## src/hw/rtl/rdi_pkg.sv

```systemverilog
// Shared types and constants for the radial distortion inverse unit.
// Depends on nothing; imported by radial_distortion_inverse_unit.
package rdi_pkg;

    localparam int VAL_W  = 24;
    localparam int TOL_W  = 23;
    localparam int INT_W  = 32;
    localparam int PROD_W = 64;
    localparam int NUM_W  = 56;
    localparam int CFG_W  = 2;

    typedef logic signed [VAL_W-1:0]  t_val;
    typedef logic signed [INT_W-1:0]  t_int;
    typedef logic signed [PROD_W-1:0] t_prod;
    typedef logic [2:0]               t_op;

    localparam t_prod INT_LIM = 64'sd2147483647;
    localparam t_val  VAL_MAX = 24'sh7FFFFF;
    localparam t_val  VAL_MIN = -24'sd8388608;

    localparam logic [CFG_W-1:0] CFG_QUAD = 2'd0;
    localparam logic [CFG_W-1:0] CFG_QUAR = 2'd1;
    localparam logic [CFG_W-1:0] CFG_TOL  = 2'd2;

    localparam t_val             COEF_QUAD_RST = 24'sd576717;
    localparam t_val             COEF_QUAR_RST = 24'sd356516;
    localparam logic [TOL_W-1:0] TOL_RST       = 23'd105;

    localparam t_op OP_SQ  = 3'd0;
    localparam t_op OP_K4  = 3'd1;
    localparam t_op OP_K2  = 3'd2;
    localparam t_op OP_FWD = 3'd3;
    localparam t_op OP_COR = 3'd4;

endpackage

```

## src/hw/rtl/radial_distortion_inverse_unit.sv

```systemverilog
// Radial distortion inverse: secant search for r with r*(1 + k2*r^2 + k4*r^4) = radius.
// One shared 32x32 multiplier and a one-bit-per-cycle divider under a small sequencer.
// Depends on rdi_pkg. At most MAX_ITER secant steps run, and a zero denominator ends
// the search early; each step takes four multiplies, a correction multiply, a 56-bit
// divide and the bookkeeping states S_CHECK, S_DEN and S_UPD. Reset restores the defaults.
// One request at a time; the next is taken once the result is registered for output.
module radial_distortion_inverse_unit
    import rdi_pkg::*;
#(
    parameter int MAX_ITER  = 16,
    parameter int FRAC_BITS = 20
) (
    input  logic                 i_clk,
    input  logic                 i_rst_n,
    input  logic                 i_cfg_we,
    input  logic [CFG_W-1:0]     i_cfg_idx,
    input  logic [VAL_W-1:0]     i_cfg_data,
    input  logic                 s_axis_tvalid,
    output logic                 s_axis_tready,
    input  logic [VAL_W-1:0]     s_axis_tdata,   // [23:0] radius_in
    output logic                 m_axis_tvalid,
    input  logic                 m_axis_tready,
    output logic [VAL_W-1:0]     m_axis_tdata,   // [23:0] radius_out
    output logic                 m_axis_tuser    // [0] not_converged
);

    localparam int SW = $clog2(MAX_ITER + 1);
    localparam int DW = $clog2(NUM_W);
    localparam t_val R_INIT = (FRAC_BITS < VAL_W - 1) ? VAL_W'(1 << FRAC_BITS) : VAL_MAX;
    localparam t_prod ONE_FX = PROD_W'(longint'(1) << FRAC_BITS);

    localparam logic [2:0] S_IDLE  = 3'd0;
    localparam logic [2:0] S_CHECK = 3'd1;
    localparam logic [2:0] S_MUL   = 3'd2;
    localparam logic [2:0] S_POST  = 3'd3;
    localparam logic [2:0] S_DEN   = 3'd4;
    localparam logic [2:0] S_DIV   = 3'd5;
    localparam logic [2:0] S_UPD   = 3'd6;
    localparam logic [2:0] S_FIN   = 3'd7;

    function automatic t_int sat32(input t_prod x);
        t_int y;
        if (x > INT_LIM) begin
            y = INT_LIM[INT_W-1:0];
        end else if (x < -INT_LIM) begin
            y = -INT_LIM[INT_W-1:0];
        end else begin
            y = x[INT_W-1:0];
        end
        return y;
    endfunction

    logic [2:0]       r_state;
    t_op              r_op;
    t_val             r_k2, r_k4;
    logic [TOL_W-1:0] r_tol;
    t_val             r_target, r_r0, r_r1;
    t_int             r_dr0, r_dr1, r_sq;
    t_int             r_ma, r_mb;
    t_prod            r_prod;
    logic [SW-1:0]    r_step;
    logic             r_failed;
    logic [INT_W-1:0] r_dmag;
    logic             r_q_neg;
    logic [NUM_W-1:0] r_num;
    logic [INT_W-1:0] r_rem;
    logic [DW-1:0]    r_dcnt;
    logic             r_out_valid;
    t_val             r_out_r;
    logic             r_out_nc;

    t_prod            mul_p;
    t_prod            resc;
    logic signed [VAL_W:0] diff;
    logic [VAL_W:0]   mag;
    t_int             den;
    t_int             post_a;
    logic [INT_W:0]   rem_sh;
    logic             rem_ge;
    logic [NUM_W+1:0] q_ext;
    logic signed [NUM_W+1:0] corr, nr;
    t_prod            pmag;

    assign mul_p  = PROD_W'(r_ma) * PROD_W'(r_mb);
    assign resc   = r_prod >>> FRAC_BITS;
    assign post_a = sat32(resc);
    assign diff   = (VAL_W+1)'(r_r1) - (VAL_W+1)'(r_r0);
    assign mag    = diff[VAL_W] ? (VAL_W+1)'(-diff) : (VAL_W+1)'(diff);
    assign den    = sat32(PROD_W'(r_dr1) - PROD_W'(r_dr0));
    assign rem_sh = {r_rem, r_num[NUM_W-1]};
    assign rem_ge = rem_sh >= {1'b0, r_dmag};
    assign q_ext  = {2'b00, r_num};
    assign corr   = r_q_neg ? -$signed(q_ext) : $signed(q_ext);
    assign nr     = (NUM_W+2)'(r_r1) - corr;
    assign pmag   = r_prod[PROD_W-1] ? -r_prod : r_prod;

    assign s_axis_tready = (r_state == S_IDLE);
    assign m_axis_tvalid = r_out_valid;
    assign m_axis_tdata  = r_out_r;
    assign m_axis_tuser  = r_out_nc;

    always_ff @(posedge i_clk) begin
        if (!i_rst_n) begin
            r_k2 <= COEF_QUAD_RST;
            r_k4 <= COEF_QUAR_RST;
            r_tol <= TOL_RST;
        end else if (i_cfg_we) begin
            unique case (i_cfg_idx)
                CFG_QUAD: r_k2 <= i_cfg_data;
                CFG_QUAR: r_k4 <= i_cfg_data;
                CFG_TOL:  r_tol <= i_cfg_data[TOL_W-1:0];
                default: ;
            endcase
        end
    end

    always_ff @(posedge i_clk) begin
        if (!i_rst_n) begin
            r_state <= S_IDLE;
            r_out_valid <= 1'b0;
            r_step <= '0;
            r_failed <= 1'b0;
            r_op <= OP_SQ;
            r_dcnt <= '0;
        end else begin
            if (m_axis_tvalid && m_axis_tready && (r_state != S_FIN)) begin
                r_out_valid <= 1'b0;
            end
            unique case (r_state)
                S_IDLE: begin
                    if (s_axis_tvalid) begin
                        r_target <= s_axis_tdata;
                        r_r0 <= '0;
                        r_r1 <= R_INIT;
                        r_dr0 <= INT_W'($signed(s_axis_tdata));
                        r_step <= '0;
                        r_failed <= 1'b0;
                        r_state <= S_CHECK;
                    end
                end
                S_CHECK: begin
                    if (mag <= (VAL_W+1)'(r_tol)) begin
                        r_state <= S_FIN;
                    end else if (r_step >= SW'(MAX_ITER)) begin
                        r_failed <= 1'b1;
                        r_state <= S_FIN;
                    end else begin
                        r_ma <= INT_W'(r_r1);
                        r_mb <= INT_W'(r_r1);
                        r_op <= OP_SQ;
                        r_state <= S_MUL;
                    end
                end
                S_MUL: begin
                    r_prod <= mul_p;
                    r_state <= S_POST;
                end
                S_POST: begin
                    case (r_op)
                        OP_SQ: begin
                            r_sq <= post_a;
                            r_ma <= INT_W'(r_k4);
                            r_mb <= post_a;
                            r_op <= OP_K4;
                            r_state <= S_MUL;
                        end
                        OP_K4: begin
                            r_ma <= sat32(PROD_W'(post_a) + PROD_W'(r_k2));
                            r_mb <= r_sq;
                            r_op <= OP_K2;
                            r_state <= S_MUL;
                        end
                        OP_K2: begin
                            r_ma <= sat32(PROD_W'(post_a) + ONE_FX);
                            r_mb <= INT_W'(r_r1);
                            r_op <= OP_FWD;
                            r_state <= S_MUL;
                        end
                        OP_FWD: begin
                            r_dr1 <= sat32(PROD_W'(r_target) - PROD_W'(post_a));
                            r_state <= S_DEN;
                        end
                        default: begin
                            r_num <= pmag[NUM_W-1:0];
                            r_q_neg <= r_q_neg ^ r_prod[PROD_W-1];
                            r_rem <= '0;
                            r_dcnt <= '0;
                            r_state <= S_DIV;
                        end
                    endcase
                end
                S_DEN: begin
                    if (den == '0) begin
                        r_failed <= 1'b1;
                        r_state <= S_FIN;
                    end else begin
                        r_dmag <= den[INT_W-1] ? INT_W'(-den) : INT_W'(den);
                        r_q_neg <= den[INT_W-1];
                        r_ma <= r_dr1;
                        r_mb <= INT_W'(diff);
                        r_op <= OP_COR;
                        r_state <= S_MUL;
                    end
                end
                S_DIV: begin
                    r_rem <= rem_ge ? INT_W'(rem_sh - {1'b0, r_dmag}) : rem_sh[INT_W-1:0];
                    r_num <= {r_num[NUM_W-2:0], rem_ge};
                    r_dcnt <= r_dcnt + 1'b1;
                    if (r_dcnt == DW'(NUM_W - 1)) begin
                        r_state <= S_UPD;
                    end
                end
                S_UPD: begin
                    r_r0 <= r_r1;
                    if (nr > (NUM_W+2)'(VAL_MAX)) begin
                        r_r1 <= VAL_MAX;
                    end else if (nr < (NUM_W+2)'(VAL_MIN)) begin
                        r_r1 <= VAL_MIN;
                    end else begin
                        r_r1 <= nr[VAL_W-1:0];
                    end
                    r_dr0 <= r_dr1;
                    r_step <= r_step + 1'b1;
                    r_state <= S_CHECK;
                end
                S_FIN: begin
                    if (!r_out_valid || m_axis_tready) begin
                        r_out_r <= r_r1;
                        r_out_nc <= r_failed;
                        r_out_valid <= 1'b1;
                        r_state <= S_IDLE;
                    end
                end
                default: r_state <= S_IDLE;
            endcase
        end
    end

    a_step_cap: assert property (@(posedge i_clk) disable iff (!i_rst_n)
        r_step <= SW'(MAX_ITER))
        else $error("secant step count beyond cap");

    a_div_nonzero: assert property (@(posedge i_clk) disable iff (!i_rst_n)
        (r_state == S_DIV) |-> (r_dmag != '0))
        else $error("divider running with zero divisor");

    a_accept_starts: assert property (@(posedge i_clk) disable iff (!i_rst_n)
        (s_axis_tvalid && s_axis_tready) |=> (r_state == S_CHECK && !s_axis_tready))
        else $error("accepted request did not start the search");

    a_fin_holds: assert property (@(posedge i_clk) disable iff (!i_rst_n)
        (r_state == S_FIN && m_axis_tvalid && !m_axis_tready) |=> (r_state == S_FIN))
        else $error("result overwrote an undelivered output");

endmodule

```

## config.mk

```make
export PLATFORM = sky130hd
export DESIGN_NAME = radial_distortion_inverse_unit
export DESIGN_NICKNAME = d
export VERILOG_FILES = /design/src/hw/rtl/rdi_pkg.sv /design/src/hw/rtl/radial_distortion_inverse_unit.sv
export SDC_FILE = /design/constraint.sdc
export NUM_CORES = 2
export LEC_CHECK = 0
export BUFFER_PORTS_ARGS = -buffer_cell sky130_fd_sc_hd__buf_4
export CAP_MARGIN = 20
export CORE_ASPECT_RATIO = 1.2
export CORE_MARGIN = 2
export CORE_UTILIZATION = 25
export CTS_BUF_LIST = sky130_fd_sc_hd__clkbuf_4 sky130_fd_sc_hd__clkbuf_8
export DETAILED_ROUTE_END_ITERATION = 12
export PLACE_DENSITY_LB_ADDON = 0.05
export SYNTH_ARGS = -nofsm -noshare
export SYNTH_HDL_FRONTEND = slang
export SYNTH_SLANG_ARGS = --single-unit
```

## constraint.sdc

```tcl
create_clock -name i_clk -period 12.8 [get_ports i_clk]
set_clock_uncertainty 0.05 [all_clocks]
set_input_delay 3.2 -clock i_clk [delete_from_list [all_inputs] [get_ports i_clk]]
set_output_delay 3.2 -clock i_clk [all_outputs]
set_load 0.005 [all_outputs]
```

==> results.yml <==
status:
  status: "complete, no violations"
cts:
  cts_buffer_depth: 3
  cts_root_buf: "clkbuf_8"
  cts_resized: 0
  clock_sinks: 532
  insertion_delay_ns: 0.86
  cts_setup_buffers: 0
  cts-htree-levels: 3
  hold_buffers: 0
  path_clk_slew_ns: 0.06
  cts_tree: "yes"
  cts_made_buffers: 109
route:
  vias: 58000
  drc: 0
  drt_iter0_markers: 3361
  dr.pass1.iters: 6
  drtAntennaViolNets: 0
  wl_per_cell_um: 25.0
  viasPerCell: 4.80
  wl_um: 302000
finish:
  nets: 9722
  syn2layout_area_growth_pct: 10.9
  final_common_cell: "inv_1"
  drive_gt1_share_pct: 7.01
  fill_cells: 31500
  mostFrequentLayoutCells: "inv_1 (1362), nand2_1 (1256), fa_1 (1087)"
synthesis:
  netlist_instances: 8160
  synth_edf_count: 442
  syn_area_per_cell_um2: 9.06
  yosysWarnings: 0
  ys_ff_latch: 532
  ys_types: 114
  synth_area_mm2: 0.0739
  synth_top_flop_cell: "edfxtp_1"
  synth_seq_area_share_pct: 20.4
  async_flop_share_pct: 0
  syn_nets: 9728
setup_path:
  critPathKind: "flip-flop to flip-flop"
  crit_path_max_fanout: 18
  worstPathRequired_ns: 13.25
  cp.arrival_ns: 11.02
  cp_slowest_cell: "nor4_1"
  crit_path_start_kind: "flip-flop"
  max_stage_delay_ns: 0.96
  endpoint_kind: "flip-flop"
  path_common_cell: "fa_1"
sta:
  timing.final.crit_share_pct: 82.6
  worst_slew_pin_slew_ns: 1.12
  finalSetupViolCount: 0
  rsz0062_at_grt: "false"
  timing.slew.headroom_pct: 25.0
  max_freq_mhz: 94.6
  min_period_ns: 10.57
  fin_setup_tns_ns: 0
  hold_viol: 0
  slew_viol_final: 0
  hold_ws_ns: 0.419
  fin_ws_ns: 2.23
floorplan:
  start_util_pct: 25.1
  core_area_mm2: 0.294
  die_h_um: 600
  pin_count: 82
  dieWidth_um: 500
  die_area_mm2: 0.300
  rows: 218
grt:
  antenna_found_initial: 17
  grt_pass1_vias: 62300
  use_met2_pct: 37.7
  grt_pass1_wl_um: 443000
  globalRouteOverflowTotal: 0
  use_met1_pct: 24.0
  grt_max_degree: 105
  met3_usage_pct: 2.01
  grt_util_all_layers_pct: 20.2
  busiest_layer: "met2"
place:
  pre_cts_ws_ns: 2.21
  place_congestion: 0.867
  hpwlAfterDp_um: 248000
  port_buffers: 81
min_path:
  hold_class: "flip-flop to flip-flop"
flow_run:
  max_cap_violations: 0
-- critical path, delay by kind of cell (launching register included) --
kind	cells	cell delay (ns)
simple gates	8	2.46
flops	1	0.79
buf+inv	6	0.69
fa+ha+maj	9	4.61
compound gates	6	1.60
-- through the flow --
step / utilization, % / cell area (um^2) / std cells
2_1_floorplan: - / 73900 / 8160
3_3_place_gp: 27.0 / 79300 / 11900
3_5_place_dp: 27.0 / 79500 / 11900
4_1_cts: 27.9 / 82000 / 12100
5_1_grt: 27.9 / 82000 / 12100
6_report: 27.9 / 82000 / 12100
-- Yosys cell counts (all sizes together), types with 38 or more instances --
| cell | instances | share of area, % |
|---|---|---|
| inv | 1363 | 6.9 |
| nand2 | 1259 | 6.4 |
| fa | 1088 | 29 |
| edfxtp | 442 | 18 |
| ha | 425 | 7.2 |
| clkbuf | 368 | 1.9 |
| o21ai | 334 | 2.3 |
| a21oi | 333 | 2.3 |
| and2 | 287 | 2.4 |
| nor2 | 266 | 1.4 |
| xnor2 | 190 | 2.3 |
| xor2 | 183 | 2.2 |
| a21o | 172 | 1.7 |
| nand3 | 122 | 0.83 |
| dfxtp | 90 | 2.4 |
| nor3 | 86 | 0.58 |
| nand2b | 76 | 0.64 |
| o31ai | 66 | 0.71 |
| a21boi | 62 | 0.63 |
| and3 | 62 | 0.54 |
| a31oi | 58 | 0.49 |
| o21a | 55 | 0.56 |
| or3 | 55 | 0.50 |
| nand4 | 53 | 0.46 |
| nor2b | 49 | 0.41 |
| o211ai | 46 | 0.47 |
| a211oi | 41 | 0.43 |
| a22oi | 40 | 0.41 |
| nor4 | 39 | 0.36 |
| o21bai | 38 | 0.39 |
-- layer usage --
layer | vias to the layer above | part of all wire [%]
met5 | - | 0.025
met4 | 10 | 3.8
met3 | 364 | 3.1
met2 | 1089 | 53
met1 | 29900 | 40
li1 | 26600 | -
-- cell type report --
cell class | count | area (um^2) | area share, %
antenna | 8 | 20.0 | 0.0244
clock buffer | 136 | 1750 | 2.13
clock inverter | 66 | 734 | 0.896
inverter | 1364 | 5120 | 6.25
multi-input combinational | 5866 | 52300 | 63.8
sequential | 532 | 15100 | 18.4
tap | 3850 | 4820 | 5.87
timing repair buffer | 281 | 2160 | 2.63
-- worst paths after layout --
check / from / end / slack (ns) / cells after the start
worst min-delay path: r_tol[16] / r_tol[16] / 0.42 / 2
worst max register to register: r_ma[6] / r_prod[47] / 2.23 / 29
worst max-delay path: r_ma[6] / r_prod[47] / 2.23 / 29
worst min register to register: r_tol[16] / r_tol[16] / 0.42 / 2
-- logic make-up after synthesis --
| group | synth area share (%) |
|---|---|
| fa+ha+maj | 36.7 |
| buf+inv | 9.02 |
| simple gates | 15.6 |
| xor+xnor | 4.42 |
| flops | 20.4 |
| compound gates | 13.3 |
| mux | 0.536 |
| other cells | 0.00507 |
-- registers in the layout, summed over array words and instances (netlist names), 32 cells and up --
signal	count
r_dmag	32
r_dr0	32
r_dr1	32
r_ma	32
r_mb	32
r_num	56
r_prod	64
r_rem	32
r_sq	32
Power is not shown: default switching activity piles up to over one toggle a cycle in this logic, so the estimate is an artifact.
